## src/rtl/fdsu_pkg.sv

```systemverilog
package fdsu_pkg;

    localparam int DATA_DEPTH   = 32;
    localparam int RETURN_DEPTH = 32;
    localparam int WORD_BITS    = 16;

    localparam int DFILL_BITS = $clog2(DATA_DEPTH);
    localparam int RFILL_BITS = $clog2(RETURN_DEPTH);

    // Field widths of the stream beats.
    localparam int OP_BITS      = 3;
    localparam int OPERAND_BITS = 16;
    localparam int READ_BITS    = 16;
    localparam int STATUS_BITS  = 2;
    localparam int COUNT_BITS   = 5;
    localparam int RESULT_BITS  = READ_BITS + STATUS_BITS + 2 * COUNT_BITS;
    localparam int OUT_BITS     = ((RESULT_BITS + 7) / 8) * 8;
    localparam int PAD_BITS     = OUT_BITS - RESULT_BITS;

    // Operation codes.
    localparam logic [OP_BITS-1:0] OP_PUSH      = 3'd0;
    localparam logic [OP_BITS-1:0] OP_POP       = 3'd1;
    localparam logic [OP_BITS-1:0] OP_PICK      = 3'd2;
    localparam logic [OP_BITS-1:0] OP_RPUSH     = 3'd3;
    localparam logic [OP_BITS-1:0] OP_RPOP      = 3'd4;
    localparam logic [OP_BITS-1:0] OP_CLR_DATA  = 3'd5;
    localparam logic [OP_BITS-1:0] OP_CLR_BOTH  = 3'd6;

    // Status codes.
    localparam logic [STATUS_BITS-1:0] ST_OK    = 2'd0;
    localparam logic [STATUS_BITS-1:0] ST_OVER  = 2'd1;
    localparam logic [STATUS_BITS-1:0] ST_UNDER = 2'd2;

    typedef struct packed {
        logic [COUNT_BITS-1:0]  return_count;
        logic [COUNT_BITS-1:0]  data_count;
        logic [STATUS_BITS-1:0] status;
        logic [READ_BITS-1:0]   read_word;
    } t_result;

endpackage

```

## src/rtl/forth_dual_stack_unit_core.sv

```systemverilog
// Channel   Direction  Payload
// s_axis    in         tuser = op, tdata = operand
// m_axis    out        tdata = read_word, status, data_count, return_count
//
// Push, return push, clear and unused codes have their result registered when the
// beat is taken, and so do pops and picks that underflow. A pop, return pop or
// pick that reads a word also passes through ST_READ, the registered read of the
// stack RAM, and the input is held off during it. Each stack lives in its own registered-read RAM.
// Reset clears both fill counts and the result valid flag; RAM contents and
// the result payload are not cleared. Outside a read cycle an input beat is
// taken while the result register is empty or is being drained in the same cycle.
module forth_dual_stack_unit_core
    import fdsu_pkg::*;
(
    input  logic                    i_clk,
    input  logic                    i_rst_n,
    input  logic                    s_axis_tvalid,
    output logic                    s_axis_tready,
    input  logic [OPERAND_BITS-1:0] s_axis_tdata,   // [15:0] operand
    input  logic [OP_BITS-1:0]      s_axis_tuser,   // [2:0] op
    output logic                    m_axis_tvalid,
    input  logic                    m_axis_tready,
    output logic [OUT_BITS-1:0]     m_axis_tdata    // [15:0] read_word, [17:16] status,
                                                    // [22:18] data_count,
                                                    // [27:23] return_count
);

    localparam logic ST_IDLE = 1'b0;
    localparam logic ST_READ = 1'b1;

    logic                  r_state;
    logic                  r_out_valid;
    t_result               r_out;
    logic                  r_rd_ret;
    logic [DFILL_BITS-1:0] r_dfill, n_dfill;
    logic [RFILL_BITS-1:0] r_rfill, n_rfill;

    logic                  accept;
    logic [STATUS_BITS-1:0] n_status;
    logic                  rd_data, rd_ret;
    logic                  d_we, rt_we;
    logic [DFILL_BITS-1:0] d_raddr;
    logic [RFILL_BITS-1:0] rt_raddr;
    logic [WORD_BITS-1:0]  push_word;
    logic [WORD_BITS-1:0]  d_rdata, rt_rdata;
    logic                  d_full, rt_full;

    assign s_axis_tready = (r_state == ST_IDLE) && (!r_out_valid || m_axis_tready);
    assign accept        = s_axis_tvalid && s_axis_tready;
    assign push_word     = WORD_BITS'(s_axis_tdata);
    assign d_full        = r_dfill == DFILL_BITS'(DATA_DEPTH - 1);
    assign rt_full       = r_rfill == RFILL_BITS'(RETURN_DEPTH - 1);

    always_comb begin
        n_dfill  = r_dfill;
        n_rfill  = r_rfill;
        n_status = ST_OK;
        rd_data  = 1'b0;
        rd_ret   = 1'b0;
        d_we     = 1'b0;
        rt_we    = 1'b0;
        d_raddr  = r_dfill - DFILL_BITS'(1);
        rt_raddr = r_rfill - RFILL_BITS'(1);
        unique case (s_axis_tuser)
            OP_PUSH: begin
                if (d_full) begin
                    n_status = ST_OVER;
                end else begin
                    d_we    = 1'b1;
                    n_dfill = r_dfill + DFILL_BITS'(1);
                end
            end
            OP_POP: begin
                if (r_dfill == '0) begin
                    n_status = ST_UNDER;
                end else begin
                    rd_data = 1'b1;
                    n_dfill = r_dfill - DFILL_BITS'(1);
                end
            end
            OP_PICK: begin
                if (s_axis_tdata >= OPERAND_BITS'(r_dfill)) begin
                    n_status = ST_UNDER;
                end else begin
                    rd_data = 1'b1;
                    d_raddr = r_dfill - DFILL_BITS'(1) - s_axis_tdata[DFILL_BITS-1:0];
                end
            end
            OP_RPUSH: begin
                if (rt_full) begin
                    n_status = ST_OVER;
                end else begin
                    rt_we   = 1'b1;
                    n_rfill = r_rfill + RFILL_BITS'(1);
                end
            end
            OP_RPOP: begin
                if (r_rfill == '0) begin
                    n_status = ST_UNDER;
                end else begin
                    rd_ret  = 1'b1;
                    n_rfill = r_rfill - RFILL_BITS'(1);
                end
            end
            OP_CLR_DATA: begin
                n_dfill = '0;
            end
            OP_CLR_BOTH: begin
                n_dfill = '0;
                n_rfill = '0;
            end
            default: begin
            end
        endcase
    end

    // A read is only issued at an accepted beat and a write only at another
    // accepted beat, so a RAM entry is never read and written in one cycle.
    fdsu_ram #(
        .DEPTH (DATA_DEPTH),
        .WIDTH (WORD_BITS)
    ) u_data_ram (
        .i_clk   (i_clk),
        .i_we    (accept && d_we),
        .i_waddr (r_dfill),
        .i_wdata (push_word),
        .i_re    (accept && rd_data),
        .i_raddr (d_raddr),
        .o_rdata (d_rdata)
    );

    fdsu_ram #(
        .DEPTH (RETURN_DEPTH),
        .WIDTH (WORD_BITS)
    ) u_return_ram (
        .i_clk   (i_clk),
        .i_we    (accept && rt_we),
        .i_waddr (r_rfill),
        .i_wdata (push_word),
        .i_re    (accept && rd_ret),
        .i_raddr (rt_raddr),
        .o_rdata (rt_rdata)
    );

    always_ff @(posedge i_clk) begin
        if (!i_rst_n) begin
            r_state     <= ST_IDLE;
            r_out_valid <= 1'b0;
            r_dfill     <= '0;
            r_rfill     <= '0;
        end else begin
            if (accept) begin
                r_dfill     <= n_dfill;
                r_rfill     <= n_rfill;
                r_out_valid <= !(rd_data || rd_ret);
                r_state     <= (rd_data || rd_ret) ? ST_READ : ST_IDLE;
            end else if (r_state == ST_READ) begin
                r_out_valid <= 1'b1;
                r_state     <= ST_IDLE;
            end else if (m_axis_tready) begin
                r_out_valid <= 1'b0;
            end
        end
    end

    always_ff @(posedge i_clk) begin
        if (accept) begin
            r_rd_ret           <= rd_ret;
            r_out.read_word    <= '0;
            r_out.status       <= n_status;
            r_out.data_count   <= COUNT_BITS'(n_dfill);
            r_out.return_count <= COUNT_BITS'(n_rfill);
        end else if (r_state == ST_READ) begin
            r_out.read_word <= r_rd_ret ? READ_BITS'(rt_rdata) : READ_BITS'(d_rdata);
        end
    end

    assign m_axis_tvalid = r_out_valid;
    assign m_axis_tdata  = {{PAD_BITS{1'b0}}, r_out};

endmodule

```

## src/rtl/fdsu_ram.sv

```systemverilog
module fdsu_ram #(
    parameter int DEPTH = 32,
    parameter int WIDTH = 16
) (
    input  logic                     i_clk,
    input  logic                     i_we,
    input  logic [$clog2(DEPTH)-1:0] i_waddr,
    input  logic [WIDTH-1:0]         i_wdata,
    input  logic                     i_re,
    input  logic [$clog2(DEPTH)-1:0] i_raddr,
    output logic [WIDTH-1:0]         o_rdata
);

    logic [WIDTH-1:0] r_mem [DEPTH];
    logic [WIDTH-1:0] r_rdata;

    always_ff @(posedge i_clk) begin
        if (i_we) begin
            r_mem[i_waddr] <= i_wdata;
        end
    end

    always_ff @(posedge i_clk) begin
        if (i_re) begin
            r_rdata <= r_mem[i_raddr];
        end
    end

    assign o_rdata = r_rdata;

endmodule

```

## config.mk

```make
export PLATFORM = sky130hd
export DESIGN_NAME = forth_dual_stack_unit_core
export DESIGN_NICKNAME = d
export VERILOG_FILES = /design/src/rtl/fdsu_pkg.sv /design/src/rtl/forth_dual_stack_unit_core.sv /design/src/rtl/fdsu_ram.sv
export SDC_FILE = /design/constraint.sdc
export NUM_CORES = 1
export LEC_CHECK = 0
export BUFFER_PORTS_ARGS = -buffer_cell sky130_fd_sc_hd__buf_2
export CAP_MARGIN = 20
export CORE_MARGIN = 10
export CORE_UTILIZATION = 53
export DETAILED_ROUTE_END_ITERATION = 8
export GPL_TIMING_DRIVEN = 0
export HOLD_SLACK_MARGIN = 0.03
export PLACE_DENSITY = 0.69
export SYNTH_ARGS = -nofsm -noshare
export SYNTH_HDL_FRONTEND = slang
export SYNTH_HIERARCHICAL = 1
export SYNTH_SLANG_ARGS = --single-unit
```

## constraint.sdc

```tcl
create_clock -name i_clk -period 7.95 [get_ports i_clk]
set_input_delay 1.1925 -clock i_clk [delete_from_list [all_inputs] [get_ports i_clk]]
set_output_delay 1.1925 -clock i_clk [all_outputs]
set_load 0.02 [all_outputs]
```

==> metrics.md <==
| Metric | Value |
|---|---|
| Worst Hold Depth | `2` |
| Clock Tree Buf Depth | `3` |
| Mapped Avg Cell Area | `16.92 sq um` |
| Critical path origin | `s_axis_tdata[0]` |
| Layout fillers | `5959` |
| Min-Delay Path Class | `reg -> reg` |
| Final period demand of the worst path | `4.968 ns` |
| Worst-path fanout max | `40` |
| Final Cell Area | `50340 sq um` |
| Max Clock Skew | `about 0.025 ns` |
| Placed cell area | `46580 sq um` |
| CTS tree | `built` |
| Reg clk slew, reported paths | `0.06 ns` |
| PD cells | `253.2 nW/um^2` |
| Min Hold Slack | `0.4884 ns` |
| Die Wd | `308.6 um` |
| Clk sinks | `1097` |
| Clock latency on the worst-skew pair | `around 0.67 ns` |
| Pin count of the biggest net entering global routing | `67` |
| R2r setup slk | `between 3 and 4 ns` |
| Die area | `95240 sq um` |
| Reg2Reg Depth | `16` |
| GRT Total Usage | `22.90%` |
| Slew headroom | `a little under a third` |
| Worst Hold Endpoint | `m_axis_tdata[15]$_SDFFE_PP0P_` |
| Synthesized flop and latch total | `1097` |
| Core area | `82370 sq um` |
| Hold path start | `m_axis_tdata[15]$_SDFFE_PP0P_` |
| Post-synth ARST share | `0%` |
| Crit Path Category | `in -> reg` |
| First-pass iteration count of the detailed router | `6` |
| Area occupied by multi-input gates | `10210 sq um` |
| Status | `finished clean` |
| Setup crit end kind | `flip-flop` |
| RR Endpoint | `u_data_ram/o_rdata[6]$_DFFE_PP_` |
| RSZ-0062 raised after global routing | `false` |
| Layout area overhead | `14.03%` |
| # diodes | `0` |
| Placed insts | `3804` |
| Achievable frequency | `a little over 200 MHz` |
| Final nets | `2882` |
| Cell area after synthesis | `44140 sq um` |
| Num CTS Buffers | `around 110` |
| Post-synth top flop | `edfxtp_1` |
| DRT antenna net count | `0` |
| Avg WL per Cell | `27.43 um` |
| CP Launch Type | `input pin` |
| Crit share post-route | `between 60% and 70%` |
| Measured slew at the worst slew-check pin | `1.018 ns` |
| Static leakage | `~20 nW` |
| IO Port Bufs | `52` |
| Postcts setup bufs | `0` |
| Synth Warn # | `6` |
| Gr ovfl total | `0` |
| Worst Path Required | `8.31 ns` |
| # rows | `105` |
| Power Total | `12.74 mW` |
| CTS Hold Bufs | `0` |
| Worst r2r src | `r_dfill[2]$_SDFFE_PN0P_` |
| Hpwl dp | `72450 um` |
| Final cell count without fillers | `4008` |
| Initial antenna violation count | `2` |
| Setup TNS | `0 ns` |
| Layout cell share with drive strength beyond 1 | `approximately 15%` |
| Register area | `32660 sq um` |
| Final slew viol count | `0` |
| Maximum vdd drop | `0.1863 mV` |
| First-pass GRT wire length | `159400 um` |
| Vias per inst | `between 6 and 7` |
| Post-synth cell types | `between 60 and 70` |
| EDFF count, synth | `1069` |
| DR DRC count | `0` |
| Vias | `24415` |
| Final setup fails | `0` |
| Vias in the first global route | `24148` |
| Total wire length | `109900 um` |
| Die span in y | `308.6 um` |
| GPL Wtd Cong | `0.9775` |
| CTS resizes | `0` |
| I/O pin cnt | `57` |
| Max Cap Viol | `0` |
| CP arrival | `5.33 ns` |
| Hold Vio Cnt, Final | `0` |
| Clock Tree Root | `clkbuf_16` |
| H-tree depth | `3` |
| Gate Count Post-Synth | `2609` |
| Sequential area share after synthesis | `73.99%` |
| Initial DRC count | `roughly 2500` |
| Initial Util | `53.59%` |
## report_power, final
group	internal, mW	switching, mW
combinational	0.326	0.694
clock	3.22	2.10
sequential	6.38	0.0189
total	9.93	2.82
## state kept, by name, summed over array words and instances, names as in the netlist
signal	cells
m_axis_tdata	28
u_return_ram/r_mem	512
r_dfill	5
u_return_ram/o_rdata	16
u_data_ram/r_mem	512
u_data_ram/o_rdata	16
m_axis_tvalid	1
r_rd_ret	1
r_state	1
r_rfill	5
## cell usage in the layout (no fill, tap or decap), types with 17 or more instances in the layout
| master | Yosys | routed |
|---|---|---|
| bufinv_16 | 0 | 20 |
| clkinv_1 | 2 | 30 |
| edfxtp_1 | 1069 | 1069 |
| a31oi_1 | 35 | 35 |
| nand3_1 | 71 | 71 |
| buf_4 | 44 | 83 |
| clkinv_2 | 0 | 17 |
| a21oi_1 | 89 | 89 |
| dfxtp_1 | 28 | 28 |
| a22oi_1 | 128 | 128 |
| inv_1 | 17 | 17 |
| mux2i_1 | 528 | 528 |
| nand4_1 | 33 | 33 |
| buf_2 | 48 | 89 |
| a211oi_1 | 18 | 18 |
| clkbuf_16 | 0 | 112 |
| clkbuf_1 | 34 | 52 |
| nand2_1 | 89 | 89 |
| nor2_1 | 103 | 97 |
| buf_6 | 13 | 45 |
| nor3_1 | 40 | 40 |
| a22o_1 | 64 | 64 |
## through the flow
step | util, % | setup slack [ns]
2_1_floorplan | - | 4.160
3_5_place_dp | 56.55 | 2.314
5_1_grt | 61.11 | 2.640
3_3_place_gp | 55.55 | 1.915
4_1_cts | 61.11 | 3.008
6_report | 61.11 | 2.982
## metal layers
layer | track usage [%] | vias up | share of wire [%]
met4 | 8.435 | 2 | 3.6
met2 | 38.01 | 1063 | 49
met5 | 0 | - | 0.012
met3 | 2.979 | 190 | 7.0
met1 | 30.82 | 12374 | 41
li1 | - | 10786 | -
## worst max-delay path: stages
cell and delay, ns:
buf_2 0.68, inv_1 0.11, ha_1 0.34, nor2b_1 0.12
o21ai_0 0.14, a2111o_1 0.40, buf_6 0.15, nor2_2 0.11
xnor2_1 0.12, buf_4 0.20, or2_1 0.12, buf_2 0.19
clkbuf_1 0.47, nor3_1 0.25, a31oi_1 0.47, nand3_1 0.18
## area by class of cell
class	instances	share of cell area, %
inverter	20	0.1491
clock buffer	130	5.702
multi-input combinational	1333	20.28
buffer	162	2.441
timing repair buffer	122	2.128
clock inverter	74	1.760
sequential	1097	64.89
tap	1070	2.660
## how the worst max path moves through the flow
stage / endpoint / slack [ns]
2_1_floorplan: u_data_ram/r_mem[20][0]$_DFFE_PP_ / 4.16
3_3_place_gp: u_data_ram/o_rdata[5]$_DFFE_PP_ / 1.92
3_5_place_dp: u_data_ram/o_rdata[6]$_DFFE_PP_ / 2.31
4_1_cts: u_data_ram/o_rdata[6]$_DFFE_PP_ / 3.01
5_1_grt: u_data_ram/o_rdata[6]$_DFFE_PP_ / 2.64
6_report: u_data_ram/o_rdata[6]$_DFFE_PP_ / 2.98
## synthesized netlist by cell type, types with 6 or more instances
master,count,area share [%]
a211oi_1,18,0.31
a21oi_1,89,1.0
a22o_1,64,1.3
a22oi_1,128,2.2
a31oi_1,35,0.50
buf_12,10,0.45
buf_2,48,0.54
buf_4,44,0.75
buf_6,13,0.33
buf_8,12,0.41
clkbuf_1,34,0.29
dfxtp_1,28,1.3
edfxtp_1,1069,73
ha_1,13,0.37
inv_1,17,0.14
mux2i_1,528,12
nand2_1,89,0.76
nand2b_1,8,0.11
nand3_1,71,0.80
nand3b_1,11,0.19
nand4_1,33,0.47
nor2_1,103,0.88
nor2b_1,8,0.11
nor3_1,40,0.45
o21ai_0,13,0.15
or3b_2,6,0.12
xor2_1,7,0.14
## cells by family after synthesis
family	synth area share, %
DFF	73.99
muxes	12.01
and+or+nand+nor	4.492
AOI/OAI and AO/OA	5.901
buffers and inverters	2.953
adders and majority gates	0.4138
xor gates and xnor gates	0.2381
other	0.008495
No activity file was read; power rests on OpenSTA's default activity.
